### src/rtl/core/relay_cycle_sequencer_core_assert.svh
// Assertion helpers for the relay cycle sequencer, sampled on clk, off during rst.
`ifndef RELAY_CYCLE_SEQUENCER_CORE_ASSERT_SVH
`define RELAY_CYCLE_SEQUENCER_CORE_ASSERT_SVH

// Same-cycle implication.
`define RCS_ASSERT_IMP(lbl, ante, cons, msg) \
  lbl: assert property (@(posedge clk) disable iff (rst) (ante) |-> (cons)) \
    else $error(msg);

// Next-cycle implication.
`define RCS_ASSERT_NXT(lbl, ante, cons, msg) \
  lbl: assert property (@(posedge clk) disable iff (rst) (ante) |=> (cons)) \
    else $error(msg);

`endif

### src/rtl/core/rcs_pkg.sv
package rcs_pkg;

  typedef enum logic [1:0] {
    MODE_BLOCKING = 2'd0,
    MODE_SYNC     = 2'd1,
    MODE_ASYNC    = 2'd2,
    MODE_INDEP    = 2'd3
  } rcs_mode_t;

  typedef enum logic [2:0] {
    PH_IDLE  = 3'd0,
    PH_R1_ON = 3'd1,
    PH_D1    = 3'd2,
    PH_R2_ON = 3'd3,
    PH_D2    = 3'd4,
    PH_FIN   = 3'd5
  } rcs_phase_t;

  // Register indexes on the config port
  localparam logic [2:0] REG_OP_MODE       = 3'd0;
  localparam logic [2:0] REG_GROUP_B       = 3'd1;
  localparam logic [2:0] REG_FIRST_ON_MS   = 3'd2;
  localparam logic [2:0] REG_FIRST_OFF_MS  = 3'd3;
  localparam logic [2:0] REG_SECOND_ON_MS  = 3'd4;
  localparam logic [2:0] REG_SECOND_OFF_MS = 3'd5;
  localparam logic [2:0] REG_CYCLE_LIMIT   = 3'd6;
  localparam logic [2:0] REG_ENDLESS       = 3'd7;

  localparam logic [23:0] TIME_RESET  = 24'd1000;
  localparam logic [15:0] LIMIT_RESET = 16'd1;

  typedef struct packed {
    rcs_mode_t   op_mode;
    logic        group_b;
    logic [23:0] first_on_ms;
    logic [23:0] first_off_ms;
    logic [23:0] second_on_ms;
    logic [23:0] second_off_ms;
    logic [15:0] cycle_limit;
    logic        endless;
  } rcs_cfg_t;

  typedef struct packed {
    logic start_one;
    logic start_two;
    logic stop_button;
  } rcs_btn_t;

  typedef struct packed {
    rcs_phase_t       phase;
    logic             seq_active;
    logic [23:0]      seq_timer;
    logic [15:0]      cycle_count;
    logic [31:0]      run_timer;
    logic             run_going;
    logic             wait_flag;
    logic [1:0]       relay;
    logic [1:0]       lock;
    logic [1:0]       osc_active;
    logic [1:0]       osc_on;
    logic [1:0][23:0] osc_timer;
  } rcs_state_t;

  typedef struct packed {
    logic        relay_first;
    logic        relay_second;
    logic [3:0]  lamp_pattern;
    logic        mode_blocked;
    logic        working;
    logic        finished;
    logic        awaiting_user;
    logic [15:0] cycles_done;
    logic [31:0] run_elapsed_ms;
  } rcs_result_t;

endpackage

### src/rtl/core/rcs_step.sv
module rcs_step (
  input  rcs_pkg::rcs_cfg_t    cfg,
  input  rcs_pkg::rcs_state_t  st,
  input  rcs_pkg::rcs_btn_t    btn,
  output rcs_pkg::rcs_state_t  st_next,
  output rcs_pkg::rcs_result_t res
);
  import rcs_pkg::*;

  function automatic logic [23:0] inc24(input logic [23:0] t);
    return (t != 24'hFF_FFFF) ? t + 24'd1 : t;
  endfunction

  function automatic logic [3:0] mirror(input logic [1:0] r);
    return {1'b0, r[1], 1'b0, r[0]};
  endfunction

  rcs_state_t  nx;
  logic        any;
  logic        blocked;
  logic [1:0]  pre;
  logic [15:0] cc_inc;
  logic [3:0]  lamps;
  logic        working;
  logic        finished;
  logic [23:0] on_t;
  logic [23:0] off_t;

  always_comb begin
    nx       = st;
    any      = btn.start_one | btn.start_two | btn.stop_button;
    blocked  = cfg.group_b & ((cfg.op_mode == MODE_ASYNC) | (cfg.op_mode == MODE_INDEP));
    pre      = st.relay;
    cc_inc   = st.cycle_count;
    lamps    = 4'd0;
    working  = 1'b0;
    finished = 1'b0;
    on_t     = cfg.first_on_ms;
    off_t    = cfg.first_off_ms;

    // time base
    nx.seq_timer    = inc24(st.seq_timer);
    nx.osc_timer[0] = inc24(st.osc_timer[0]);
    nx.osc_timer[1] = inc24(st.osc_timer[1]);
    if (st.run_going && (st.run_timer != 32'hFFFF_FFFF)) begin
      nx.run_timer = st.run_timer + 32'd1;
    end

    if (blocked) begin
      nx.relay = 2'b00;
      lamps    = 4'hF;
    end else begin
      if (st.wait_flag && any) begin
        nx.cycle_count = 16'd0;
        nx.run_going   = 1'b0;
        nx.wait_flag   = 1'b0;
      end

      if ((cfg.op_mode == MODE_BLOCKING) || (cfg.op_mode == MODE_INDEP)) begin
        working = (st.relay != 2'b00);
      end

      case (cfg.op_mode)
        MODE_BLOCKING: begin
          if (!cfg.group_b) begin
            if (btn.start_one) nx.relay = 2'b01;
            if (btn.start_two) nx.relay = 2'b10;
            lamps = mirror(nx.relay);
          end else begin
            if (btn.stop_button) begin
              nx.relay = 2'b00;
              nx.lock  = 2'b00;
            end else begin
              if (!st.lock[0] && btn.start_one && (pre == 2'b00)) begin
                nx.relay[0] = 1'b1;
                nx.lock[0]  = 1'b1;
              end
              if (!st.lock[1] && btn.start_two && (pre == 2'b00)) begin
                nx.relay[1] = 1'b1;
                nx.lock[1]  = 1'b1;
              end
            end
            lamps = mirror(pre);
          end
        end
        MODE_SYNC: begin
          nx.osc_active = 2'b00;
          finished      = (st.phase == PH_FIN);
          working       = st.seq_active & ~finished;
          if (!st.seq_active) begin
            if (btn.start_one || btn.start_two) begin
              nx.seq_active  = 1'b1;
              nx.cycle_count = 16'd0;
              nx.run_timer   = 32'd0;
              nx.run_going   = 1'b1;
              nx.relay       = 2'b01;
              nx.phase       = PH_R1_ON;
              nx.seq_timer   = 24'd0;
              lamps          = 4'b0001;
            end
          end else begin
            unique case (st.phase)
              PH_R1_ON: begin
                if (nx.seq_timer >= cfg.first_on_ms) begin
                  nx.relay[0]  = 1'b0;
                  nx.phase     = PH_D1;
                  nx.seq_timer = 24'd0;
                end
              end
              PH_D1: begin
                if (nx.seq_timer >= cfg.first_off_ms) begin
                  nx.relay[1]  = 1'b1;
                  nx.phase     = PH_R2_ON;
                  nx.seq_timer = 24'd0;
                end
              end
              PH_R2_ON: begin
                if (nx.seq_timer >= cfg.second_on_ms) begin
                  nx.relay[1]  = 1'b0;
                  nx.phase     = PH_D2;
                  nx.seq_timer = 24'd0;
                end
              end
              PH_D2: begin
                if (nx.seq_timer >= cfg.second_off_ms) begin
                  cc_inc = (nx.cycle_count != 16'hFFFF) ? nx.cycle_count + 16'd1
                                                        : nx.cycle_count;
                  nx.cycle_count = cc_inc;
                  nx.seq_timer   = 24'd0;
                  if (!cfg.endless && (cc_inc >= cfg.cycle_limit)) begin
                    nx.phase     = PH_FIN;
                    nx.run_going = 1'b0;
                    nx.wait_flag = 1'b1;
                  end else begin
                    nx.relay[0] = 1'b1;
                    nx.phase    = PH_R1_ON;
                  end
                end
              end
              PH_FIN: begin
                nx.run_going = 1'b0;
                nx.wait_flag = 1'b1;
                if (any) begin
                  nx.seq_active = 1'b0;
                  nx.phase      = PH_IDLE;
                  nx.wait_flag  = 1'b0;
                  nx.run_timer  = 32'd0;
                end
              end
              default: begin
              end
            endcase
            case (nx.phase)
              PH_R1_ON: lamps = 4'b0001;
              PH_D1:    lamps = 4'b0010;
              PH_R2_ON: lamps = 4'b0100;
              PH_D2:    lamps = 4'b1000;
              default:  lamps = 4'b0000;
            endcase
          end
        end
        MODE_ASYNC: begin
          working = (st.osc_active != 2'b00);
          if (btn.stop_button) begin
            nx.osc_active = 2'b00;
            nx.relay      = 2'b00;
          end else begin
            if (btn.start_one) begin
              if (st.osc_active[0]) begin
                nx.osc_active[0] = 1'b0;
                nx.relay[0]      = 1'b0;
              end else begin
                nx.osc_active[0] = 1'b1;
                nx.osc_on[0]     = 1'b1;
                nx.osc_timer[0]  = 24'd0;
                nx.relay[0]      = 1'b1;
              end
            end
            if (btn.start_two) begin
              if (st.osc_active[1]) begin
                nx.osc_active[1] = 1'b0;
                nx.relay[1]      = 1'b0;
              end else begin
                nx.osc_active[1] = 1'b1;
                nx.osc_on[1]     = 1'b1;
                nx.osc_timer[1]  = 24'd0;
                nx.relay[1]      = 1'b1;
              end
            end
          end
          // two independent oscillators, one per relay
          for (int k = 0; k < 2; k++) begin
            on_t  = (k == 0) ? cfg.first_on_ms : cfg.second_on_ms;
            off_t = (k == 0) ? cfg.first_off_ms : cfg.second_off_ms;
            if (nx.osc_active[k]) begin
              if (nx.osc_on[k]) begin
                if (nx.osc_timer[k] >= on_t) begin
                  nx.relay[k]     = 1'b0;
                  nx.osc_on[k]    = 1'b0;
                  nx.osc_timer[k] = 24'd0;
                end
              end else begin
                if (nx.osc_timer[k] >= off_t) begin
                  nx.relay[k]     = 1'b1;
                  nx.osc_on[k]    = 1'b1;
                  nx.osc_timer[k] = 24'd0;
                end
              end
            end
          end
          lamps = mirror(nx.relay);
        end
        default: begin
          if (btn.start_one) nx.relay[0] = ~st.relay[0];
          if (btn.start_two) nx.relay[1] = ~st.relay[1];
          lamps = mirror(nx.relay);
        end
      endcase
    end

    st_next                = nx;
    res.relay_first        = nx.relay[0];
    res.relay_second       = nx.relay[1];
    res.lamp_pattern       = lamps;
    res.mode_blocked       = blocked;
    res.working            = working;
    res.finished           = finished;
    res.awaiting_user      = nx.wait_flag;
    res.cycles_done        = nx.cycle_count;
    res.run_elapsed_ms     = nx.run_timer;
  end

endmodule

### src/rtl/core/relay_cycle_sequencer_core.sv
// Relay cycle sequencer core.
// Input channel (in_valid / in_stall): one item per millisecond tick carrying
// the start_one, start_two and stop_button states for that tick. An item is
// taken on a clock edge with in_valid high and in_stall low.
// Output channel (out_valid / out_stall): exactly one result item per input
// item, in order: relay drives, lamp pattern, blocked / working / finished /
// awaiting status, completed cycles and elapsed run time.
// Config channel (cfg_valid / cfg_ready, cfg_index, cfg_data): cfg_ready is
// always high; index 0..7 selects op_mode, group_b, the four phase times,
// cycle_limit and endless. Write only while no item is in flight.
// Result path: input register, then result register; the item moves on once
// the result register is free, which out_stall can delay.
// Throughput: one item per clock unless out_stall holds a result; the whole
// tick update is a single pass of compare/increment logic between them.
// Stall: while out_stall holds a result, one more item is taken into the
// input register; in_stall then rises until the result drains.
// Reset (rst, synchronous): relays off, sequencer idle, counters and timers
// zero, all config registers back to defaults (1000 ms times, limit 1).
module relay_cycle_sequencer_core (
  input  logic        clk,
  input  logic        rst,
  // input items
  input  logic        in_valid,
  output logic        in_stall,
  input  logic        start_one,
  input  logic        start_two,
  input  logic        stop_button,
  // result items
  output logic        out_valid,
  input  logic        out_stall,
  output logic        relay_first,
  output logic        relay_second,
  output logic [3:0]  lamp_pattern,
  output logic        mode_blocked,
  output logic        working,
  output logic        finished,
  output logic        awaiting_user,
  output logic [15:0] cycles_done,
  output logic [31:0] run_elapsed_ms,
  // config writes
  input  logic        cfg_valid,
  output logic        cfg_ready,
  input  logic [2:0]  cfg_index,
  input  logic [23:0] cfg_data
);
  import rcs_pkg::*;

  rcs_cfg_t    cfg;
  rcs_state_t  state;
  rcs_state_t  state_next;
  rcs_btn_t    in_btn;
  rcs_result_t step_res;
  rcs_result_t out_res;
  logic        in_full;
  logic        out_free;
  logic        in_move;
  logic        in_take;

  // handshake
  assign out_free  = ~out_valid | ~out_stall;
  assign in_move   = in_full & out_free;
  assign in_stall  = in_full & ~out_free;
  assign in_take   = in_valid & ~in_stall;
  assign cfg_ready = 1'b1;

  // one tick of work
  rcs_step u_step (
    .cfg     (cfg),
    .st      (state),
    .btn     (in_btn),
    .st_next (state_next),
    .res     (step_res)
  );

  // control, state and config
  always_ff @(posedge clk) begin
    if (rst) begin
      in_full   <= 1'b0;
      out_valid <= 1'b0;
      state     <= '{phase: PH_IDLE, default: '0};
      cfg       <= '{op_mode:       MODE_BLOCKING,
                     group_b:       1'b0,
                     first_on_ms:   TIME_RESET,
                     first_off_ms:  TIME_RESET,
                     second_on_ms:  TIME_RESET,
                     second_off_ms: TIME_RESET,
                     cycle_limit:   LIMIT_RESET,
                     endless:       1'b0};
    end else begin
      if (in_take) begin
        in_full <= 1'b1;
      end else if (in_move) begin
        in_full <= 1'b0;
      end

      if (in_move) begin
        out_valid <= 1'b1;
        state     <= state_next;
      end else if (out_valid && !out_stall) begin
        out_valid <= 1'b0;
      end

      if (cfg_valid && cfg_ready) begin
        unique case (cfg_index)
          REG_OP_MODE:       cfg.op_mode       <= rcs_mode_t'(cfg_data[1:0]);
          REG_GROUP_B:       cfg.group_b       <= cfg_data[0];
          REG_FIRST_ON_MS:   cfg.first_on_ms   <= cfg_data;
          REG_FIRST_OFF_MS:  cfg.first_off_ms  <= cfg_data;
          REG_SECOND_ON_MS:  cfg.second_on_ms  <= cfg_data;
          REG_SECOND_OFF_MS: cfg.second_off_ms <= cfg_data;
          REG_CYCLE_LIMIT:   cfg.cycle_limit   <= cfg_data[15:0];
          REG_ENDLESS:       cfg.endless       <= cfg_data[0];
          default: begin
          end
        endcase
      end
    end
  end

  // payload registers
  always_ff @(posedge clk) begin
    if (in_take) begin
      in_btn <= '{start_one: start_one, start_two: start_two, stop_button: stop_button};
    end
    if (in_move) begin
      out_res <= step_res;
    end
  end

  assign relay_first    = out_res.relay_first;
  assign relay_second   = out_res.relay_second;
  assign lamp_pattern   = out_res.lamp_pattern;
  assign mode_blocked   = out_res.mode_blocked;
  assign working        = out_res.working;
  assign finished       = out_res.finished;
  assign awaiting_user  = out_res.awaiting_user;
  assign cycles_done    = out_res.cycles_done;
  assign run_elapsed_ms = out_res.run_elapsed_ms;

`include "relay_cycle_sequencer_core_assert.svh"

  `RCS_ASSERT_IMP(a_stall_only_full, in_stall, in_full, "input stalled while input register empty")
  `RCS_ASSERT_NXT(a_move_loads_out, in_move, out_valid, "item left input register but no result")
  `RCS_ASSERT_IMP(a_wait_not_running, state.wait_flag, !state.run_going, "waiting with run timer going")
  `RCS_ASSERT_IMP(a_blocked_all_off, out_valid && mode_blocked, !relay_first && !relay_second && (lamp_pattern == 4'hF), "blocked result with relay on")

endmodule

### config.mk
export PLATFORM = sky130hd
export DESIGN_NAME = relay_cycle_sequencer_core
export DESIGN_NICKNAME = d
export VERILOG_FILES = /design/src/rtl/core/rcs_pkg.sv /design/src/rtl/core/rcs_step.sv /design/src/rtl/core/relay_cycle_sequencer_core.sv
export VERILOG_INCLUDE_DIRS = /design/src /design/src/rtl/core
export SDC_FILE = /design/constraint.sdc
export NUM_CORES = 1
export LEC_CHECK = 0
export ABC_CLOCK_PERIOD_IN_PS = 13150
export BUFFER_PORTS_ARGS = -buffer_cell sky130_fd_sc_hd__buf_2
export CAP_MARGIN = 20
export CORE_ASPECT_RATIO = 0.7
export CORE_MARGIN = 3
export CORE_UTILIZATION = 45
export CTS_CLUSTER_DIAMETER = 120
export DETAILED_ROUTE_END_ITERATION = 12
export PLACE_DENSITY_LB_ADDON = 0.25
export SLEW_MARGIN = 25
export SYNTH_ARGS = -nofsm -noshare
export SYNTH_HDL_FRONTEND = slang
export SYNTH_SLANG_ARGS = --single-unit
### constraint.sdc
create_clock -name clk -period 13.15 [get_ports clk]
set_clock_uncertainty 0.1 [all_clocks]
set_input_delay 2.63 -clock clk [delete_from_list [all_inputs] [get_ports clk]]
set_output_delay 2.63 -clock clk [all_outputs]
set_load 0.05 [all_outputs]
==> summary.txt, run 1 <==
Synthesis
  • Synth Area per Inst: 8.02 um^2
  • Post-synth EDFFs: 61
  • Cell variety after synth: 86
  • Synth Flop Type: dfxtp_1
  • Synthesized area: 0.0200 mm^2
  • Post-Synthesis Cells: 2492
  • Fraction of registers with async set or reset after synthesis: 0%
  • Synth warn: 0
  • Synthesized flop and latch total: 313
  • Post-synthesis net count: 2747
  • Sequential share of the synthesized area: 34.4%

STA
  • Final hold violations: 0
  • Fin crit period: 6.20 ns
  • Max Freq: 161 MHz
  • RSZ-0062 raised after global routing: false
  • Final setup vio count: 0
  • Max-Slew Margin vs Limit: 25.8%
  • TNS Setup: 0 ns
  • Final Slew Violations: 0
  • Post-route setup slack: 6.95 ns
  • Tcrit/Tclk final: 47.2%
  • Worst-margin pin slew: 1.11 ns

Placed design
  • IO Port Bufs: 94
  • Dpl ws: 6.76 ns
  • HPWL Detailed: 47300 um
  • Gpl congestion: 0.998

Worst setup path
  • Req. time, crit path: 13.53 ns
  • R2R cell count: 15
  • Crit-path max cell delay: 0.58 ns
  • Slowest stage cell, crit path: xor2_1
  • Setup CP Type: flop to flop
  • Crit. End Element: flop
  • Crit-path cells: and4_1, and4_1, nand3_1, nand4_1, nor4_1, xor2_1, ha_1, a22o_1, o41ai_1, a21oi_1, o21ai_0, nor2_1, or4_1, a21oi_2, and2_1
  • Worst setup path start: state[124]
  • Critical path arrival: 6.58 ns
  • Reg-to-reg slack, setup: 6.95 ns
  • R2r endpoint: state[116]
  • Critical R2R Launch: state[124]
  • Most frequent CP cell: and4_1
  • Worst setup path endpoint: state[116]
  • Worst Path Max Fanout: 13
  • Startpoint types: flop

Final layout
  • Final nets: 2790
  • Share of cells above drive strength 1: 8.55%
  • Most frequent cells in the layout: 391 x nand2_1, 255 x nor2_1, 252 x dfxtp_1
  • Util after Layout: 51.3%
  • Commonest non-fill, non-tap cell in the layout: nand2_1
  • Area delta synth->final: 10.6%

Clocking
  • Setup Fix Bufs, Post-CTS: 0
  • Clock root cell: clkbuf_16
  • CTS Hold Bufs: 0
  • Number of buffers created by CTS: 34
  • Worst skew pair latency: 0.54 ns
  • H-tree Lvls: 2
  • Clk sink count: 313
  • Max Root-Sink Buffers: 3
  • Post-CTS sizing: 0
  • TritonCTS clock tree: done
  • Clock slew at reported path FFs: 0.07 ns

GRT
  • First-pass GRT wire length: 98100 um
  • Gr ovfl total: 0
  • Largest net degree at the start of global routing: 75
  • Met3 Track Usage GR: 6.31%
  • Number of global-route vias before repair: 17300
  • Total Routing Usage GR: 26.3%
  • Met1 Usage GRT: 40.8%
  • GRT busiest layer: met1
  • GR Util met2: 36.0%
  • Initial antenna violation count: 0

Detailed routing
  • Routed WL: 63100 um
  • WL/cell: 20.1 um
  • Drt pass-1 iters: 5
  • DR vias/cell: 5.86
  • Vias post-DR: 18400
  • Drt initial violations: 1938
  • Routed Antenna Nets: 0
  • DR DRC count: 0

Floorplanning
  • Die Wd: 258 um
  • Initial Utilization: 46.4%
  • DIE HEIGHT: 182 um
  • I/O pin cnt: 96
  • Rows: 63
  • Core area: 0.0431 mm^2
  • Die area: 0.0470 mm^2

Power and ir drop
  • Total power divided by cell area: 101 mW/mm^2
  • Lkg Pwr: 8.84 nW
  • Sw Ratio: 26.3%
  • Logic pwr share: 9.4%
  • Clk network pwr share: 45.3%
  • Sequential share of power: 45.3%
  • Int Power: 1.65 mW
  • Max VDD drop: 0.0000766 V
  • Net Sw Power: 589 uW

Hold path
  • Tightest Hold Check Type: flop to flop

Outcome
  • Status: completed

Job
  • Max-cap viol count: 0
-- layout make-up --
cell class                      count  area, um^2
Clock inverter                     15         154
Multi-Input combinational cell   1938       12200
Tap cell                          585         732
Antenna cell                        1        2.50
Sequential cell                   313        6880
Timing Repair Buffer              113         616
Clock buffer                       47        1000
Inverter                          135         509
Fill cell                        4112       21000
-- worst min path at each step --
stage | startpoint | to | slack, ns | depth (start not counted)
2_1_floorplan | state[53] | state[53] | 0.33 | 2
3_3_place_gp | cfg[43] | cfg[43] | 0.34 | 2
3_5_place_dp | cfg[104] | cfg[104] | 0.35 | 2
4_1_cts | cfg[35] | cfg[35] | 0.36 | 2
5_1_grt | cfg[66] | cfg[66] | 0.38 | 2
6_report | cfg[35] | cfg[35] | 0.35 | 2
-- critical path, delay by kind of cell, from the launching register on --
family | cells | cell delay [ns]
AOI/OAI and AO/OA | 5 | 1.78
and+or+nand+nor | 8 | 2.90
adders and majority gates | 1 | 0.38
xor gates and xnor gates | 1 | 0.58
DFF | 1 | 0.38
-- state kept, by name, summed over array words and instances (netlist names), 3 cells and up --
signal          count
state             134
lamp_pattern        4
run_elapsed_ms     32
cycles_done        16
cfg               116
in_btn              3
-- routing by layer --
| layer | part of all wire [%] | vias up |
|---|---|---|
| met1 | 49 | 8663 |
| met2 | 38 | 787 |
| met5 | 0 | - |
| li1 | - | 8884 |
| met4 | 2.1 | 0 |
| met3 | 11 | 100 |
-- power by group through the flow --
stage | Sequential [mW] | Clock, mW | Combinational, mW
after floorplan | 1.06 | 0 | 0.106
after global placement | 1.03 | 0 | 0.202
after detailed placement | 1.03 | 0 | 0.205
after CTS | 1.01 | 1.03 | 0.207
after global routing | 1.02 | 1.07 | 0.227
final | 1.01 | 1.01 | 0.210
-- through the flow --
step / hold WS [ns] / power, mW / cells / area [um^2]
detailed placement: 0.347 / 1.24 / 3084 / 21000
finish: 0.355 / 2.24 / 3147 / 22100
global route: 0.376 / 2.31 / 3146 / 22100
CTS: 0.355 / 2.25 / 3146 / 22100
global placement: 0.343 / 1.24 / 3084 / 21000
floorplan: 0.331 / 1.17 / 2492 / 20000
-- synth_stat cells, drive strengths merged, types with 61 or more instances --
cell type  count  share of area [%]
a21oi        240                6.0
inv          134                2.5
clkbuf        84                1.6
nand4         64                2.0
o21ai        123                3.1
dfxtp        252                 25
nor2         260                4.9
xnor2         67                2.9
nand2        393                7.4
xor2          70                3.1
edfxtp        61                9.2
ha           220                 14
-- cell families after synthesis --
logic type	count (synthesis)	share of synthesized area (%)
flip-flops	313	34.4
AO/OA/AOI/OAI	564	17.3
multiplexers	10	0.519
other	1	0.0188
adder cells (fa/ha/maj)	220	13.8
buffers and inverters	241	4.63
XOR/XNOR	137	6.00
AND/OR/NAND/NOR	1006	23.3
(Power assumes the default switching activity.)
==> run 2, diff against run 1 <==
ABC_CLOCK_PERIOD_IN_PS = 5790   (was 13150)
clock period = 5.79 ns   (was 13.15 ns; I/O delays follow)
==> run 2 against run 1 <==
Die area is the same. Utilization grew 0.48 points. Register-to-register slack got worse by 6.4 ns. Sequential share of layout area is 0.29 points lower. Clock power rose by 120%. Power up 130%. Final area is 0.93% higher. Sequential power increased by 130%. Critical path type unchanged. Non-clock buffer count rose by 29. Routed wire length grew 1.1%.
==> summary.txt, run 2 (synthesis gave the netlist of run 1 again) <==
Worst setup path
  • Worst Path Max Fanout: 13 (unchanged)
  • Crit. End Element: flop
  • Startpoint types: flop
  • Req. time, crit path: 6.15 ns (-7.38 ns)
  • Critical path arrival: 5.60 ns (-0.98 ns)
  • Setup CP Type: flop to flop

Placed design
  • IO Port Bufs: 94 (unchanged)
  • Area after DPL: 0.0212 mm^2 (+1.1%)
  • HPWL Detailed: 48200 um (+2.0%)
  • Gpl congestion: 0.994 (-0.44%)

Final layout
  • Share of cells above drive strength 1: 9.53% (+0.98 points)
  • Design area: 0.0223 mm^2 (+0.93%)
  • Area delta synth->final: 11.7%
  • Commonest non-fill, non-tap cell in the layout: nand2_1
  • Largest Register: state
  • Max FFs per register: 134 (unchanged)
  • Diode count: 0 (-1)
  • Most frequent cells in the layout: 391 x nand2_1, 256 x nor2_1, 252 x dfxtp_1
  • Layout fillers: 4142 (+0.73%)
  • Final nets: 2820 (+1.1%)

Floorplanning
  • Core area: 0.0431 mm^2 (unchanged)
  • I/O pin cnt: 96 (unchanged)
  • Rows: 63 (unchanged)
  • Initial Utilization: 46.4% (unchanged)
  • Die area: 0.0470 mm^2 (unchanged)
  • Die Wd: 258 um (unchanged)
  • DIE HEIGHT: 182 um (unchanged)

Clocking
  • CTS Hold Bufs: 0 (unchanged)
  • H-tree Lvls: 2 (unchanged)
  • Clk sink count: 313 (unchanged)
  • Clock slew at reported path FFs: 0.07 ns (about the same)
  • TritonCTS clock tree: done
  • Clock root cell: clkbuf_16
  • Number of buffers created by CTS: 35 (+2.9%)
  • Max Root-Sink Buffers: 3 (unchanged)
  • Worst skew pair latency: 0.54 ns (about the same)

STA
  • Max Freq: 191 MHz (+18%)
  • TNS Setup: 0 ns (unchanged)
  • Final hold violations: 0 (unchanged)
  • Worst-margin pin slew: 1.06 ns (-0.0435 ns)
  • Tcrit/Tclk final: 90.6% (+43 points)
  • Max-Slew Margin vs Limit: 28.8% (+2.9 points)
  • Fin crit period: 5.24 ns (-0.955 ns)
  • Final Slew Violations: 0 (unchanged)
  • RSZ-0062 raised after global routing: false
  • Final setup vio count: 0 (unchanged)

Detailed routing
  • DR DRC count: 0 (unchanged)
  • Routed WL: 63800 um (+1.1%)
  • Vias post-DR: 18700 (+1.3%)
  • Drt initial violations: 1953 (+0.77%)
  • Routed Antenna Nets: 0 (unchanged)
  • DR vias/cell: 5.88 (+0.39%)
  • WL/cell: 20.1 um (+0.13%)
  • Drt pass-1 iters: 5 (unchanged)

GRT
  • Number of global-route vias before repair: 17200 (-0.28%)
  • Total Routing Usage GR: 26.6% (+0.36 points)
  • First-pass GRT wire length: 99400 um (+1.3%)
  • Largest net degree at the start of global routing: 114 (+52%)
  • Initial antenna violation count: 0 (unchanged)
  • Gr ovfl total: 0 (unchanged)

Power and ir drop
  • Total power divided by cell area: 226 mW/mm^2 (+120%)
  • Lkg Pwr: 8.98 nW (+1.6%)
  • Max VDD drop: 0.000240 V (+210%)

Job
  • Max-cap viol count: 0 (unchanged)

Outcome
  • Status: completed

Hold path
  • Tightest Hold Check Type: flop to flop
-- run 2: cell count changes in the layout (fill, tap and decap cells not counted), moves of 2 or more --
cell,previous run,this run
clkbuf_16,37,35
buf_4,20,48
inv_6,0,3
clkinv_2,8,5
clkbuf_8,4,8
-- run 2: stage by stage --
stage | setup WS [ns] | util [%] | instances | hold WS [ns] | total power, mW
2_1_floorplan | 1.15 | - | 2492 | 0.331 | 2.65
3_3_place_gp | 0.608 | 49.1 | 3113 | 0.343 | 2.81
3_5_place_dp | 0.458 | 49.1 | 3113 | 0.348 | 2.82
4_1_cts | 0.429 | 51.8 | 3176 | 0.357 | 5.07
5_1_grt | 0.144 | 51.8 | 3176 | 0.373 | 5.22
6_report | 0.545 | 51.8 | 3176 | 0.355 | 5.04
-- run 2: critical path, stage by stage (launching register included) --
cell,delay (ns)
dfxtp_1,0.40
and4_1,0.23
and4_1,0.26
nand3_1,0.13
buf_4,0.18
nand2_1,0.08
or2_2,0.32
nor2_1,0.14
xor2_1,0.50
ha_1,0.37
nand4_1,0.12
o22ai_1,0.10
o41ai_1,0.31
a21oi_1,0.13
o21ai_0,0.51
nor2_1,0.12
buf_4,0.19
o41ai_2,0.38
buf_4,0.29
nand3_1,0.11
a31oi_1,0.19
-- run 2: power breakdown --
group          switching, mW  leakage [nW]  total, mW  internal, mW
logic                  0.354          5.82      0.481         0.127
registers             0.0297          2.59       2.30          2.27
clock network          0.946         0.560       2.26          1.31
-- run 2: final timing paths --
path	start	slack [ns]	to	depth (start not counted)
hold / removal	cfg[34]	0.35	cfg[34]	2
setup reg to reg	state[123]	0.55	state[129]	20
hold reg to reg	cfg[34]	0.35	cfg[34]	2
setup / recovery	state[123]	0.55	state[129]	20
-- run 2: layout make-up --
type | instances | area [um^2] | area share (%)
multi-input cells | 1938 | 12200 | 54.7
inverters | 135 | 509 | 2.28
clock buffers | 50 | 1010 | 4.53
well taps | 585 | 732 | 3.28
flip-flops and latches | 313 | 6880 | 30.8
clock inverters | 13 | 130 | 0.583
repair buffers | 142 | 846 | 3.79
-- run 2: metal layers --
metal	part of all wire, %	global-route usage [%]	up-vias
li1	-	-	8947
met1	50	42.8	8860
met2	39	36.8	788
met3	9.4	4.38	82
met4	1.8	5.09	0
met5	0	0	-
-- run 2: timing repair --
item	CTS	global route
buffers inserted	0	0
setup endpoints to repair	0	8
resized for setup	0	1
